## src/hdl/hsw_pkg.sv

```systemverilog
// Types, codes and constants of the host supervisor watchdog
package hsw_pkg;

    localparam int unsigned WORD_W = 32;
    localparam int unsigned HOLD_W = 13;
    localparam int unsigned EVENT_W = 4;
    localparam int unsigned STEP_W = 3;

    // Event codes
    localparam logic [EVENT_W-1:0] EV_STATUS      = 4'd0;
    localparam logic [EVENT_W-1:0] EV_IGN_OFF     = 4'd1;
    localparam logic [EVENT_W-1:0] EV_REBOOT      = 4'd2;
    localparam logic [EVENT_W-1:0] EV_POWER_ON    = 4'd3;
    localparam logic [EVENT_W-1:0] EV_KEY_PRESS   = 4'd4;
    localparam logic [EVENT_W-1:0] EV_KEY_RELEASE = 4'd5;
    localparam logic [EVENT_W-1:0] EV_VERSION     = 4'd6;
    localparam logic [EVENT_W-1:0] EV_FEED_ACK    = 4'd7;
    localparam logic [EVENT_W-1:0] EV_START_ACK   = 4'd8;
    localparam logic [EVENT_W-1:0] EV_JUMP_BOOT   = 4'd9;

    // Host command codes
    localparam logic [1:0] CMD_VERSION   = 2'd0;
    localparam logic [1:0] CMD_FEED      = 2'd1;
    localparam logic [1:0] CMD_JUMP_BOOT = 2'd2;
    localparam logic [1:0] CMD_RUN_APP   = 2'd3;

    // Configuration register indexes
    localparam logic [1:0] REG_DEFAULT_LIMIT = 2'd0;
    localparam logic [1:0] REG_BOOT_VER      = 2'd1;
    localparam logic [1:0] REG_APP_VER       = 2'd2;

    // Reset values
    localparam logic [WORD_W-1:0] DEFAULT_LIMIT_RST = 32'd30;
    localparam logic [WORD_W-1:0] BOOT_VER_RST      = 32'h0403_0201;
    localparam logic [WORD_W-1:0] APP_VER_RST       = 32'h0100_0104;

    // Power-cycle hold times
    localparam logic [HOLD_W-1:0] HOLD_REBOOT_MS   = 13'd5000;
    localparam logic [HOLD_W-1:0] HOLD_POWER_ON_MS = 13'd2000;
    localparam logic [HOLD_W-1:0] HOLD_KEY_MS      = 13'd3000;
    localparam logic [HOLD_W-1:0] HOLD_NONE_MS     = 13'd0;

    typedef struct packed {
        logic              ignition_on;
        logic              cmd_valid;
        logic [1:0]        command;
        logic [WORD_W-1:0] new_start_delay;
        logic [WORD_W-1:0] new_feed_timeout;
    } hsw_in_t;

    typedef struct packed {
        logic [EVENT_W-1:0] event_res;
        logic [WORD_W-1:0]  word_a;
        logic [WORD_W-1:0]  word_b;
        logic               rails_on;
        logic               key_released;
        logic [HOLD_W-1:0]  hold_ms;
        logic               last;
    } hsw_out_t;

    // Results owed for one item: optional ignition-off report or power cycle,
    // then one closing result
    typedef struct packed {
        logic               ign_off;
        logic               power_cycle;
        logic [WORD_W-1:0]  ign_word_a;
        logic [WORD_W-1:0]  ign_word_b;
        logic [EVENT_W-1:0] tail_event;
        logic [WORD_W-1:0]  tail_word_a;
        logic [WORD_W-1:0]  tail_word_b;
    } hsw_plan_t;

endpackage

```

## src/hdl/hsw_core.sv

```systemverilog
// Counters, limits and configuration registers; builds the result plan per item
module hsw_core
    import hsw_pkg::*;
(
    input  logic              aclk,
    input  logic              aresetn,
    input  logic              cfg_wr_en,
    input  logic [1:0]        cfg_index,
    input  logic [WORD_W-1:0] cfg_wdata,
    input  logic              item_accept,
    input  hsw_in_t           item,
    output hsw_plan_t         plan
);

    logic [WORD_W-1:0] default_limit_reg;
    logic [WORD_W-1:0] boot_ver_reg;
    logic [WORD_W-1:0] app_ver_reg;
    logic [WORD_W-1:0] grace_reg, grace_next;
    logic [WORD_W-1:0] feed_reg, feed_next;
    logic [WORD_W-1:0] start_delay_reg, start_delay_next;
    logic [WORD_W-1:0] feed_timeout_reg, feed_timeout_next;

    logic              below_grace;
    logic              cycle_hit;
    logic [WORD_W-1:0] grace_ign;
    logic [WORD_W-1:0] feed_ign;
    logic [WORD_W-1:0] sd_eff;
    logic [WORD_W-1:0] ft_eff;

    always_comb begin
        below_grace = grace_reg < start_delay_reg;
        sd_eff = (item.new_start_delay == '0) ? default_limit_reg : item.new_start_delay;
        ft_eff = (item.new_feed_timeout == '0) ? default_limit_reg : item.new_feed_timeout;

        // Compare against the pre-increment count so no add sits before the compare
        if (below_grace || (&feed_reg)) begin
            cycle_hit = feed_reg > feed_timeout_reg;
        end else begin
            cycle_hit = feed_reg >= feed_timeout_reg;
        end

        grace_ign = grace_reg;
        feed_ign  = feed_reg;
        if (below_grace) begin
            grace_ign = grace_reg + 32'd1;
        end else if (!(&feed_reg)) begin
            feed_ign = feed_reg + 32'd1;
        end

        plan = '0;
        start_delay_next  = start_delay_reg;
        feed_timeout_next = feed_timeout_reg;

        if (item.ignition_on) begin
            if (cycle_hit) begin
                plan.power_cycle = 1'b1;
                grace_next = '0;
                feed_next  = '0;
            end else begin
                grace_next = grace_ign;
                feed_next  = feed_ign;
            end
        end else begin
            plan.ign_off    = 1'b1;
            plan.ign_word_a = feed_reg;
            plan.ign_word_b = grace_reg;
            grace_next = grace_reg;
            feed_next  = feed_reg;
        end

        if (item.cmd_valid) begin
            unique case (item.command)
                CMD_VERSION: begin
                    plan.tail_event  = EV_VERSION;
                    plan.tail_word_a = boot_ver_reg;
                    plan.tail_word_b = app_ver_reg;
                end
                CMD_FEED: begin
                    start_delay_next  = sd_eff;
                    feed_timeout_next = ft_eff;
                    feed_next         = '0;
                    plan.tail_event   = EV_FEED_ACK;
                    plan.tail_word_a  = ft_eff;
                    plan.tail_word_b  = sd_eff;
                end
                CMD_JUMP_BOOT: begin
                    plan.tail_event = EV_JUMP_BOOT;
                end
                CMD_RUN_APP: begin
                    plan.tail_event = EV_START_ACK;
                end
                default: begin
                    plan.tail_event = EV_START_ACK;
                end
            endcase
        end else begin
            plan.tail_event  = EV_STATUS;
            plan.tail_word_a = feed_next;
            plan.tail_word_b = grace_next;
        end
    end

    always_ff @(posedge aclk) begin
        if (!aresetn) begin
            default_limit_reg <= DEFAULT_LIMIT_RST;
            boot_ver_reg      <= BOOT_VER_RST;
            app_ver_reg       <= APP_VER_RST;
            grace_reg         <= '0;
            feed_reg          <= '0;
            start_delay_reg   <= DEFAULT_LIMIT_RST;
            feed_timeout_reg  <= DEFAULT_LIMIT_RST;
        end else begin
            if (cfg_wr_en) begin
                // Index three is not a register: drop the write
                unique case (cfg_index)
                    REG_DEFAULT_LIMIT: default_limit_reg <= cfg_wdata;
                    REG_BOOT_VER:      boot_ver_reg      <= cfg_wdata;
                    REG_APP_VER:       app_ver_reg       <= cfg_wdata;
                    default: ;
                endcase
            end
            if (item_accept) begin
                grace_reg        <= grace_next;
                feed_reg         <= feed_next;
                start_delay_reg  <= start_delay_next;
                feed_timeout_reg <= feed_timeout_next;
            end
        end
    end

endmodule

```

## src/hdl/hsw_emit.sv

```systemverilog
// Plan and result registers emit an item's results one per cycle unless stalled
module hsw_emit
    import hsw_pkg::*;
(
    input  logic      aclk,
    input  logic      aresetn,
    input  logic      plan_load,
    input  hsw_plan_t plan_in,
    output logic      plan_ready,
    output logic      m_valid,
    input  logic      m_ready,
    output hsw_out_t  m_data
);

    hsw_plan_t         plan_reg;
    logic              plan_valid_reg;
    logic [STEP_W-1:0] step_reg;
    logic              m_valid_reg;
    hsw_out_t          m_data_reg;

    logic              out_load;
    logic [STEP_W-1:0] final_step;
    logic              plan_done;
    hsw_out_t          result;

    always_comb begin
        if (plan_reg.power_cycle) begin
            final_step = 3'd4;
        end else if (plan_reg.ign_off) begin
            final_step = 3'd1;
        end else begin
            final_step = 3'd0;
        end

        out_load   = plan_valid_reg && (!m_valid_reg || m_ready);
        plan_done  = out_load && (step_reg == final_step);
        plan_ready = !plan_valid_reg || plan_done;

        result              = '0;
        result.rails_on     = 1'b1;
        result.key_released = 1'b1;
        result.hold_ms      = HOLD_NONE_MS;
        result.last         = step_reg == final_step;

        if (plan_reg.power_cycle && !step_reg[2]) begin
            unique case (step_reg[1:0])
                2'd0: begin
                    result.event_res = EV_REBOOT;
                    result.rails_on  = 1'b0;
                    result.hold_ms   = HOLD_REBOOT_MS;
                end
                2'd1: begin
                    result.event_res = EV_POWER_ON;
                    result.hold_ms   = HOLD_POWER_ON_MS;
                end
                2'd2: begin
                    result.event_res    = EV_KEY_PRESS;
                    result.key_released = 1'b0;
                    result.hold_ms      = HOLD_KEY_MS;
                end
                default: begin
                    result.event_res = EV_KEY_RELEASE;
                end
            endcase
        end else if (plan_reg.ign_off && (step_reg == '0)) begin
            result.event_res = EV_IGN_OFF;
            result.word_a    = plan_reg.ign_word_a;
            result.word_b    = plan_reg.ign_word_b;
        end else begin
            result.event_res = plan_reg.tail_event;
            result.word_a    = plan_reg.tail_word_a;
            result.word_b    = plan_reg.tail_word_b;
        end
    end

    always_ff @(posedge aclk) begin
        if (!aresetn) begin
            plan_valid_reg <= 1'b0;
            step_reg       <= '0;
            m_valid_reg    <= 1'b0;
        end else begin
            if (plan_load) begin
                plan_valid_reg <= 1'b1;
                step_reg       <= '0;
            end else if (plan_done) begin
                plan_valid_reg <= 1'b0;
            end else if (out_load) begin
                step_reg <= step_reg + 3'd1;
            end

            if (out_load) begin
                m_valid_reg <= 1'b1;
            end else if (m_ready) begin
                m_valid_reg <= 1'b0;
            end
        end
    end

    always_ff @(posedge aclk) begin
        if (plan_load) begin
            plan_reg <= plan_in;
        end
        if (out_load) begin
            m_data_reg <= result;
        end
    end

    assign m_valid = m_valid_reg;
    assign m_data  = m_data_reg;

endmodule

```

## src/hdl/host_supervisor_watchdog.sv

```systemverilog
// Host supervisor watchdog: grace and feed counters with power-cycle sequencing
//
// Input channel s_valid/s_ready/s_data carries one supervisor pass per
// transaction (ignition level and an optional host command). Result channel
// m_valid/m_ready/m_data returns one, two or five results per pass; the
// final one has last set. Configuration is a plain write port
// (cfg_wr_en, cfg_index, cfg_wdata): 0 default limit, 1 boot version,
// 2 app version; index 3 is ignored. Write it only while the block is idle.
// An accepted pass goes into the plan register, then its first result into the
// result register; the rest follow one per cycle while m_ready does not stall.
// The single result register sets the rate: with m_ready high, single-result
// passes are taken every cycle; a power-cycle pass holds the input to its end.
// Counters and limits update on the cycle a pass is accepted.
// Reset (aresetn low, synchronous) clears both counters, loads 30 into
// both limits and the registers' reset values, and empties the pipeline.
// A stall on m_ready holds the current result; once a pass's last result is
// loaded, the next pass is still taken into the plan register and waits there.
module host_supervisor_watchdog
    import hsw_pkg::*;
(
    input  logic              aclk,
    input  logic              aresetn,
    input  logic              s_valid,
    output logic              s_ready,
    input  hsw_in_t           s_data,
    output logic              m_valid,
    input  logic              m_ready,
    output hsw_out_t          m_data,
    input  logic              cfg_wr_en,
    input  logic [1:0]        cfg_index,
    input  logic [WORD_W-1:0] cfg_wdata
);

    hsw_plan_t plan;
    logic      plan_ready;
    logic      item_accept;

    assign s_ready     = plan_ready;
    assign item_accept = s_valid && plan_ready;

    hsw_core u_core (
        .aclk        (aclk),
        .aresetn     (aresetn),
        .cfg_wr_en   (cfg_wr_en),
        .cfg_index   (cfg_index),
        .cfg_wdata   (cfg_wdata),
        .item_accept (item_accept),
        .item        (s_data),
        .plan        (plan)
    );

    hsw_emit u_emit (
        .aclk       (aclk),
        .aresetn    (aresetn),
        .plan_load  (item_accept),
        .plan_in    (plan),
        .plan_ready (plan_ready),
        .m_valid    (m_valid),
        .m_ready    (m_ready),
        .m_data     (m_data)
    );

endmodule

```

## config.mk

```make
export PLATFORM = sky130hd
export DESIGN_NAME = host_supervisor_watchdog
export DESIGN_NICKNAME = d
export VERILOG_FILES = /design/src/hdl/hsw_pkg.sv /design/src/hdl/hsw_core.sv /design/src/hdl/hsw_emit.sv /design/src/hdl/host_supervisor_watchdog.sv
export SDC_FILE = /design/constraint.sdc
export NUM_CORES = 1
export LEC_CHECK = 0
export BUFFER_PORTS_ARGS = -buffer_cell sky130_fd_sc_hd__buf_2
export CAP_MARGIN = 20
export CORE_MARGIN = 4
export CORE_UTILIZATION = 40
export DETAILED_ROUTE_END_ITERATION = 10
export PLACE_DENSITY = 0.59
export SLEW_MARGIN = 10
export SYNTH_ARGS = -nofsm -noshare
export SYNTH_HDL_FRONTEND = slang
export SYNTH_SLANG_ARGS = --single-unit
```

## constraint.sdc

```tcl
create_clock -name aclk -period 7 [get_ports aclk]
set_input_delay 0.35 -clock aclk [delete_from_list [all_inputs] [get_ports aclk]]
set_output_delay 0.35 -clock aclk [all_outputs]
set_load 0.01 [all_outputs]
```

Word level (Yosys, flattened, before mapping)
Index checks and enable logic that the tools add are counted.
{"block": "op_classes", "n_reduce_logical": 26, "n_div": 0, "n_mul": 0, "bitwise": 2, "n_eq_ne": 8, "n_mux": 29, "n_addsub": 3, "n_lt_le_gt_ge": 3, "shift": 0}
{"op": "$mux 32", "n": 11}
{"op": "$pmux 64 s2", "n": 1}
{"op": "$mux 68", "n": 1}
{"op": "$add 32x1->32 const B", "n": 2}
{"op": "$logic_not 32->1", "n": 2}
{"op": "$mux 64", "n": 1}
{"op": "$pmux 13 s3", "n": 1}
{"op": "$ge 32x32->1", "n": 1}
{"op": "$gt 32x32->1", "n": 1}
{"op": "$lt 32x32->1", "n": 1}
{"op": "$reduce_and 32->1", "n": 1}
{"op": "$pmux 4 s4", "n": 1}
{"op": "$mux 1", "n": 10}
{"op": "$pmux 3 s3", "n": 1}
{"op": "$eq 2x2->1 const B", "n": 4}
{"op": "$reduce_and 2->1", "n": 4}
{"op": "$eq 2x1->1 const B", "n": 3}
{"op": "$logic_not 2->1", "n": 3}
{"op": "$logic_and 1x1->1", "n": 5}
{"op": "$mux 4", "n": 1}
{"op": "$reduce_bool 2->1", "n": 2}
{"op": "$add 3x1->3 const B", "n": 1}
{"op": "$eq 3x3->1", "n": 1}
{"op": "$logic_not 1->1", "n": 3}
{"op": "6 further kinds", "n": 9}
{"block": "totals", "ramBits": 0, "input_bits": 107, "latch_bits": 0, "memories": 0, "out_inout_bits": 86, "ff_bits": 447, "mem_bits_ro": 0}

Depth between registers and ports, before layout
Gate-level depths: netlist of the first run.
{"block": "depth", "word_depth": 7, "depth_mapped": 13}

By module
A second synthesis of the first run with hierarchy kept.
{"block": "hier_totals", "hier_cells": 2293, "area_unflattened_um2": 21186.6}
{"mod": "hsw_core", "cells_per_inst": 1798, "area_per_inst_um2": 13417.9, "seq_area_each_um2": 4484.3, "n_inst": 1}
{"mod": "hsw_emit", "cells_per_inst": 494, "area_per_inst_um2": 7762.4, "seq_area_each_um2": 6436.2, "n_inst": 1}
{"mod": "host_supervisor_watchdog", "cells_per_inst": 1, "area_per_inst_um2": 6.3, "seq_area_each_um2": 0.0, "n_inst": 1}

Worst setup path before layout of the first run
Ideal clock, no wire load.
{"block": "synth_timing", "path_kind": "reg2reg", "startpoint": "register u_emit.plan_reg[133] (netlist name)", "endpoint": "register u_core.grace_reg[10]", "t_required_ns": 6.672, "setup_slack_ns": 0.917, "stages_incl_launch_ff": 10, "setup_time_ns": 0.328, "arrival_time_ns": 5.755, "cell_sequence": "edfxtp_1 nor2b_1 xnor2_1 a41oi_1 nand2b_1 buf_2 inv_1 clkbuf_1 clkbuf_1 o221ai_1"}
{"block": "synth_via", "elab_chain_len": 6}
{"element": "start, declared", "line": "hsw_emit.sv:15", "source": "hsw_plan_t plan_reg;"}
{"element": "start signal, assigned", "line": "hsw_emit.sv:101", "source": "plan_reg <= plan_in;"}
{"element": "$mux 1", "line": "hsw_emit.sv:29", "source": "end else if (plan_reg.ign_off) begin"}
{"element": "$mux 3", "line": "hsw_emit.sv:27", "source": "if (plan_reg.power_cycle) begin"}
{"element": "$eq 3x3->1", "line": "hsw_emit.sv:36", "source": "plan_done = out_load && (step_reg == final_step);"}
{"element": "$logic_and 1x1->1", "line": "hsw_emit.sv:36"}
{"element": "$logic_or 1x1->1", "line": "hsw_emit.sv:37", "source": "plan_ready = !plan_valid_reg || plan_done;"}
{"element": "$logic_and 1x1->1", "line": "host_supervisor_watchdog.sv:39", "source": "assign item_accept = s_valid && plan_ready;"}
{"element": "net item_accept", "line": "host_supervisor_watchdog.sv:36", "source": "logic item_accept;"}
{"element": "end signal, assigned", "line": "hsw_core.sv:123", "source": "grace_reg <= grace_next;"}
{"element": "end, declared", "line": "hsw_core.sv:18", "source": "logic [WORD_W-1:0] grace_reg, grace_next;"}
The timed path passes the listed nets, and every way through them passes these cells.
A chain may end at the register's enable or synchronous reset.

==> results of run 1 <==
==> power breakdown <==
part,internal (mW),switching [mW],leakage (nW)
combinational,0.150,0.392,4.12
clock,1.49,1.10,0.759
sequential,2.82,0.0479,3.94
total,4.46,1.54,8.82
==> repair_timing <==
action,in CTS,in global routing
endpoints found under the hold margin,1,0
endpoints found under the setup margin,0,0
hold buffers,1,0
buffers inserted,0,0
==> placed cells by master, fill, tap and decap left out, types with 26 or more instances in the layout <==
| cell | instances |
|---|---|
| sky130_fd_sc_hd__nand2_1 | 465 |
| sky130_fd_sc_hd__a21oi_1 | 243 |
| sky130_fd_sc_hd__dfxtp_1 | 229 |
| sky130_fd_sc_hd__edfxtp_1 | 210 |
| sky130_fd_sc_hd__buf_2 | 189 |
| sky130_fd_sc_hd__nor2_1 | 126 |
| sky130_fd_sc_hd__inv_1 | 95 |
| sky130_fd_sc_hd__ha_1 | 73 |
| sky130_fd_sc_hd__nand3_1 | 62 |
| sky130_fd_sc_hd__o221ai_1 | 62 |
| sky130_fd_sc_hd__a211oi_1 | 59 |
| sky130_fd_sc_hd__nor2b_1 | 51 |
| sky130_fd_sc_hd__xnor2_1 | 50 |
| sky130_fd_sc_hd__clkbuf_16 | 49 |
| sky130_fd_sc_hd__nor4_1 | 32 |
| sky130_fd_sc_hd__nor3_1 | 32 |
| sky130_fd_sc_hd__buf_4 | 31 |
| sky130_fd_sc_hd__nand4_1 | 29 |
| sky130_fd_sc_hd__a31oi_1 | 26 |
==> worst paths after layout <==
kind	endpoint	cells past startpoint	startpoint
max	u_emit.plan_reg[1]	11	u_core.grace_reg[15]
min	u_core.app_ver_reg[18]	3	cfg_wdata[18]
max reg2reg	u_emit.plan_reg[1]	11	u_core.grace_reg[15]
min reg2reg	u_core.boot_ver_reg[8]	2	u_core.boot_ver_reg[8]
==> cell type report <==
cell class / instances / share of cell area [%]
multi-input cells: 1576 / 37.9
well taps: 680 / 3.53
clock inverters: 32 / 1.24
repair buffers: 225 / 5.24
clock buffers: 58 / 5.32
inverters: 98 / 1.56
flip-flops and latches: 439 / 45.2
==> stage by stage <==
| stage | area, µm² | setup slack [ps] | cells | util (%) |
|---|---|---|---|---|
| final | 24100 | 2510 | 3108 | 46.6 |
| after global routing | 24100 | 2340 | 3108 | 46.6 |
| after CTS | 24000 | 2640 | 3105 | 46.5 |
| after detailed placement | 22400 | 2680 | 3014 | 43.5 |
| after global placement | 22400 | 2730 | 3012 | 43.4 |
| after floorplan | 21000 | 917 | 2275 | - |
==> cell usage after synthesis, drive strengths merged, types with 19 or more instances <==
master	instances	area [µm²]
a211oi	59	443
a21oi	243	1220
a22o	19	166
a31oi	26	163
and3	22	138
buf	31	174
clkbuf	131	492
dfxtp	229	4580
edfxtp	210	6310
ha	74	926
inv	98	368
nand2	467	1750
nand3	63	315
nand4	30	203
nor2	133	502
nor2b	51	319
nor3	32	160
nor4	32	200
o21ai	25	125
o221ai	62	543
o31ai	24	180
xnor2	50	438
==> logic make-up after synthesis <==
group	count (synthesis)	share of synthesized area [%]
compound gates	532	16.4
xor+xnor	61	2.55
other cells	1	0.0179
fa+ha+maj	74	4.41
simple gates	906	19.8
buf+inv	260	4.93
flops	439	51.9
==> metal layers <==
layer | vias up | part of all wire [%] | track usage, %
li1 | 8370 | - | -
met1 | 8862 | 45 | 38.3
met2 | 812 | 43 | 38.3
met3 | 112 | 9.0 | 5.09
met4 | 0 | 2.6 | 7.71
met5 | - | 0 | 0
==> critical path: cells and delay by family, from the launching register on <==
kind | cells | cell delay [ps]
DFF | 1 | 520
adders and majority gates | 1 | 330
and+or+nand+nor | 1 | 750
AOI/OAI and AO/OA | 7 | 1640
buffers and inverters | 2 | 1010
==> results, run 1 <==
- The flow ran to the end, and the final reports show no timing, DRC or antenna violations.
- In the routed layout, each cell is associated on average with a via count of ~6.
- The worst path required time is 7380 ps.
- STA classifies the critical path endpoint as a flop.
- The die covers 56200 µm².
- The remaining antenna violation count after routing is 0.
- The register with the most flip-flops in the layout has around 130 of them.
- For the final database, setup skew stands at 28.2 ps.
- Setup repair after global routing left no endpoint under its margin.
- In this run, CTS created clock tree buffers numbering 48.
- The final hold violation count was 0.
- The worst-case IR drop observed on VDD is between 0.15 and 0.2 mV.
- Across all layers, the routed design uses 18200 vias.
- Based on the critical path, the design can be clocked at up to between 0.2 and 0.25 GHz.
- The worst-path cell with the longest stage delay is sky130_fd_sc_hd__nand2_2.
- The root buffer cell is sky130_fd_sc_hd__clkbuf_16.
- The die height is 237 µm.
- The count of synthesis-stage warnings from yosys is 0.
- The average instance in the mapped netlist occupies 9.23 µm².
- The CTS tree is yes.
- The type of the worst min-delay path is input pin to flop.
- The final critical delay including setup and external delays is 4490 ps.
- After clock tree synthesis, the clock-pin slew on the worst setup and hold paths is 60 ps.
- In the synthesized netlist, the number of instances is 2273.
- For this design the top-level I/O count stands at approximately 190.
- The number of nets in the final layout is 2569.
- The tool flagged a number of max-cap violations equal to 0.
- The core region is 51600 µm².
- In this run the core area contains 83 standard-cell rows.
- Across every metal layer, demand over resource in global routing totals about a quarter.
- After detailed routing, the total wire length is 75000 µm.
- 0 antenna diodes ended up in the layout.
- The worst setup path is launched from a flop.
- Across all hold checks on the routed design, the worst slack comes to 39.6 ps.
- The share of flip-flops with an asynchronous set or reset is 0%.
- In this run the number of H-tree levels came out at 2.
- The analysis attributes to cell leakage a power of 8.82 nW.
- Summing internal, switching and leakage power gives around 6 mW.
- Summing every instance area after synthesis gives 21000 µm².
- The power per cell area is roughly 250 nW/µm².
- Counting along the longest clock path gives a buffer depth of 3.
- The number of setup violations in the final report is 0.
- Global routing finished with a remaining overflow of 0.
- Sequential cells were found to cover about half of the synthesized design area.
- The register cell area after layout is ~11000 µm².
- The congestion estimate from routability-driven global placement came to roughly 0.94.
- After filler insertion, the fill cell instance count of the layout stands at 4950.
- The maximum number of pins on one net before global-route repair is 101.
- Headroom to the max-slew limit came out at 25.4%.
- Summed over all nets, the half-perimeter wirelength after detailed placement is 53600 µm.
- The area taken by multi-input logic gates is 9120 µm².
- After synthesis the netlist holds a flip-flop and latch count of between 400 and 500.
- The length of the first detailed-routing pass in iterations is 6.
- The initial antenna violation count is 0.
- For this configuration, the core starts out at a cell density of roughly two fifths.
- The number of max-slew violations in the final report is 0.
- The transition time at the pin with the least slew margin is 1120 ps.
- The die boundary width is 237 µm.
- The first global-routing pass estimated 112000 µm of wire.
- The arrival time reported for the critical path endpoint is around 4900 ps.
- The via count of the first global-routing pass is 17400.
- The DRC violations left is 0.
- In this run the register-to-register setup slack is 2510 ps.
- The count of instances resized after the clock tree is built is 0.
- The clock drives ~440 sinks.
- Walking the worst path, the cells encountered are ha_1, a21oi_1, o21ai_0, a31oi_1, a21o_1, a21oi_1, o211ai_4, buf_4, nand2_2, buf_4, o311ai_0.
- After synthesis, the netlist uses 67 different library cells.
- In this run, synthesis inferred 210 flip-flops with an integrated enable.
- The top fanout value on the critical path is between 40 and 50.
- The category of the most critical setup path is flop to flop.
- The number of buffer cells added on primary ports is between 150 and 200.
- The detailed router's first-iteration violation count is approximately 1800.
- The delay of the slowest cell on the worst path is 750 ps.
- The post-route netlist has 13.5% of its cells at a drive strength greater than 1.
- The clock reaches the later pin of the worst-skew pair after 600 ps.
- In the finished design, the share of the clock period the worst path needs comes to 64.2%.
- The sum of negative setup slack is 0 ps.
- Compared with the post-synthesis result, the final layout area differs by 14.8%.
- The most used flip-flop cell after synthesis is sky130_fd_sc_hd__dfxtp_1.
- The routed length per instance is approximately 24 µm.
Power figures use the tool's default switching activity.
==> inputs of run 2 (changes only) <==
==> constraint.sdc (replaced) <==
create_clock -name aclk -period 4.6 [get_ports aclk]
set_input_delay 0.23 -clock aclk [delete_from_list [all_inputs] [get_ports aclk]]
set_output_delay 0.23 -clock aclk [all_outputs]
set_load 0.01 [all_outputs]
==> results, run 2 (synthesis gave the netlist of run 1 again) <==
- The number of nets in the final layout was 2623 (+2.1%).
- The cell occurring most often along the worst timing path is sky130_fd_sc_hd__a21oi_1.
- The count of fill cells added during filler insertion came to 4867 (-1.7%).
- The arrival time reported for the critical path endpoint is 4110 ps (-770 ps).
- The type of the worst min-delay path is input pin to flop.
- The layout cell share with drive strength beyond 1 is 13.8% (+0.27 points).
- The worst setup path is captured at a flop.
- The clock tree buffer depth is 3 (unchanged).
- The met1 usage is 37.9% (-0.40 points).
- The maximum number of pins on one net before global-route repair is 101 (unchanged).
- The transition time at the pin with the least slew margin was 1110 ps (-10.7 ps).
- The remaining global-route overflow is 0 (unchanged).
- The remaining antenna violation count after routing is 0 (unchanged).
- The busiest layer in global routing is met2.
- The die boundary width is 237 µm (unchanged).
- The register cell area after layout is 10900 µm² (unchanged).
- The run finished with clean final reports.
- The estimated wirelength of the detail-placed design was 53200 µm (-0.79%).
- The global placement routability congestion is 0.927 (-1.5%).
- The share of the core filled with cells in the final layout is 47.8% (+1.2 points).
- The detailed router's first-iteration violation count is 1900 (+3.9%).
- The power per cell area is 378 nW/µm² (+51%).
- The ratio of final minimum period to clock period is 78.1% (+14 points).
- Setup repair after global routing left no endpoint under its margin.
- The area taken by multi-input logic gates is 9100 µm² (-0.15%).
- The top cell types in the final layout, fill and taps aside, are sky130_fd_sc_hd__nand2_1 (464), sky130_fd_sc_hd__a21oi_1 (243), sky130_fd_sc_hd__dfxtp_1 (229).
- The worst clock skew came to 18.4 ps (-9.77 ps).
- The count of instances resized after the clock tree is built is 0 (unchanged).
- The standby leakage power is 9.13 nW (+3.5%).
- The relative max-transition margin was 26.2% (+0.80 points).
- The root buffer cell is sky130_fd_sc_hd__clkbuf_16.
- The commonest non-fill, non-tap cell in the layout is sky130_fd_sc_hd__nand2_1.
- The number of buffer cells added on primary ports was 189 (unchanged).
- The max-capacitance violation count is 0 (unchanged).
- The die footprint was 56200 µm² (unchanged).
- The number of vias in the routed layout came to 18500 (+1.9%).
- The delay of the slowest cell on the worst path is 880 ps (+130 ps).
- The number of post-CTS setup repair buffers came to 0 (unchanged).
- The all-layer global routing usage is 26.0% (+0.11 points).
- The CTS tree is yes.
- The number of setup violations in the final report was 0 (unchanged).
- The number of buffers inserted for hold repair after clock tree synthesis came to 41 (+40).
- The initial core utilization is 40.6% (unchanged).
- The final critical delay including setup and external delays is 3590 ps (-902 ps).
- The count of pins on the block boundary is 193 (unchanged).
- The count of standard-cell rows is 83 (unchanged).
- The antenna diode count was 0 (unchanged).
- The first-pass GRT wire length is 111000 µm (-0.30%).
- The via count of the first global-routing pass was 17400 (+0.20%).
- The clock sink count is 439 (unchanged).
- The length of the first detailed-routing pass in iterations came to 6 (unchanged).
- The deepest level of the CTS H-tree is 2 (unchanged).
- The number of max-slew violations in the final report is 0 (unchanged).
- The source-to-sink clock delay at the later pin of the worst-skew pair is 600 ps (about the same).
- The element type at the critical path start is a flop.
- The worst path required time is 5120 ps (-2260 ps).
- The peak clock frequency supported by timing came to 0.278 GHz (+25%).
- The area overhead of the layout relative to synthesis is 17.7%.
- The routed length per instance is 24.0 µm (-0.73%).
- The final hold violation count came to 0 (unchanged).
- The sum of negative setup slack is 0 ps (unchanged).
- The worst-case vdd ir drop is 0.222 mV (+38%).
- The DRC violations left is 0 (unchanged).
- The slowest stage of the critical path is the sky130_fd_sc_hd__nor2_1 cell.
- The critical path in this run is classified as flop to flop.
- The initial antenna violation count was 3 (+3).
- The met2 demand-to-capacity share in global routing is 39.4% (+1.1 points).
- The CTS clock-pin slew for the worst setup and hold paths came to 60 ps (about the same).
- The fraction of met3 tracks used by global routing was 4.73% (-0.36 points).
- The area of the placeable core is 51600 µm² (unchanged).
- The die height came to 237 µm (unchanged).
- The per-cell via count in the routed design is 5.85 (+0.16%).
- Walking the worst path, the cells encountered are ha_1, a21oi_1, o21ai_0, a2bb2oi_1, a21oi_1, nor2_1, nand4_1, or4_1, a31oi_1.
- The total wire length after detailed routing is 75800 µm (+0.99%).
- The top fanout value on the critical path came to 12 (-72%).
- The number of buffers created by CTS is 48 (unchanged).
- The number of flip-flops in the largest register is 133 (unchanged).
run 2: cell types whose count changed in the layout (fill, tap and decap cells not counted), sizes merged:
cell         delta
bufinv          +2
clkinv          -2
clkinvlp        -5
buf            +14
clkbuf          +5
dlygate4sd3    +40
run 2: through the flow:
step	hold WS (ps)	cell area, µm²	power, mW	instances	setup WS [ps]
floorplan	351	21000	4.89	2275	345
global placement	442	22600	5.28	3030	1200
detailed placement	447	22600	5.29	3030	1120
CTS	3.23	24700	9.38	3161	1100
global route	38.5	24700	9.63	3162	732
finish	25.3	24700	9.32	3162	1010
run 2: metal layers:
metal / routed length (µm) / vias to the layer above / part of all wire (%)
li1: - / 8475 / -
met5: 0 / - / 0
met1: 33200 / 8985 / 44
met3: 7050 / 134 / 9.3
met2: 33300 / 907 / 44
met4: 2220 / 0 / 2.9
run 2: path summary, 6_finish.rpt:
path         depth (start not counted)                    endpoint              startpoint  slack [ps]
max                                  9         u_core.grace_reg[7]     u_core.grace_reg[5]        1010
min                                  3  u_core.start_delay_reg[13]              s_data[45]          30
max reg2reg                          9         u_core.grace_reg[7]     u_core.grace_reg[5]        1010
min reg2reg                          2      u_core.boot_ver_reg[7]  u_core.boot_ver_reg[7]         460
run 2: cell type report:
type | count | area share (%)
inverters | 98 | 1.52
flip-flops and latches | 439 | 44.1
repair buffers | 279 | 7.34
well taps | 680 | 3.45
clock inverters | 27 | 1.28
clock buffers | 63 | 5.43
multi-input cells | 1576 | 36.9
run 2: worst max-delay path: cells and delay by family (launching register included):
family	cells	cell delay [ps]
AO/OA/AOI/OAI	5	1070
adder cells (fa/ha/maj)	1	320
flip-flops	1	520
AND/OR/NAND/NOR	3	1610
run 2: power breakdown:
group	switching [mW]	total (mW)	internal [mW]
combinational	0.615	0.878	0.262
clock	1.63	4.08	2.45
sequential	0.0715	4.37	4.30
total	2.32	9.32	7.01
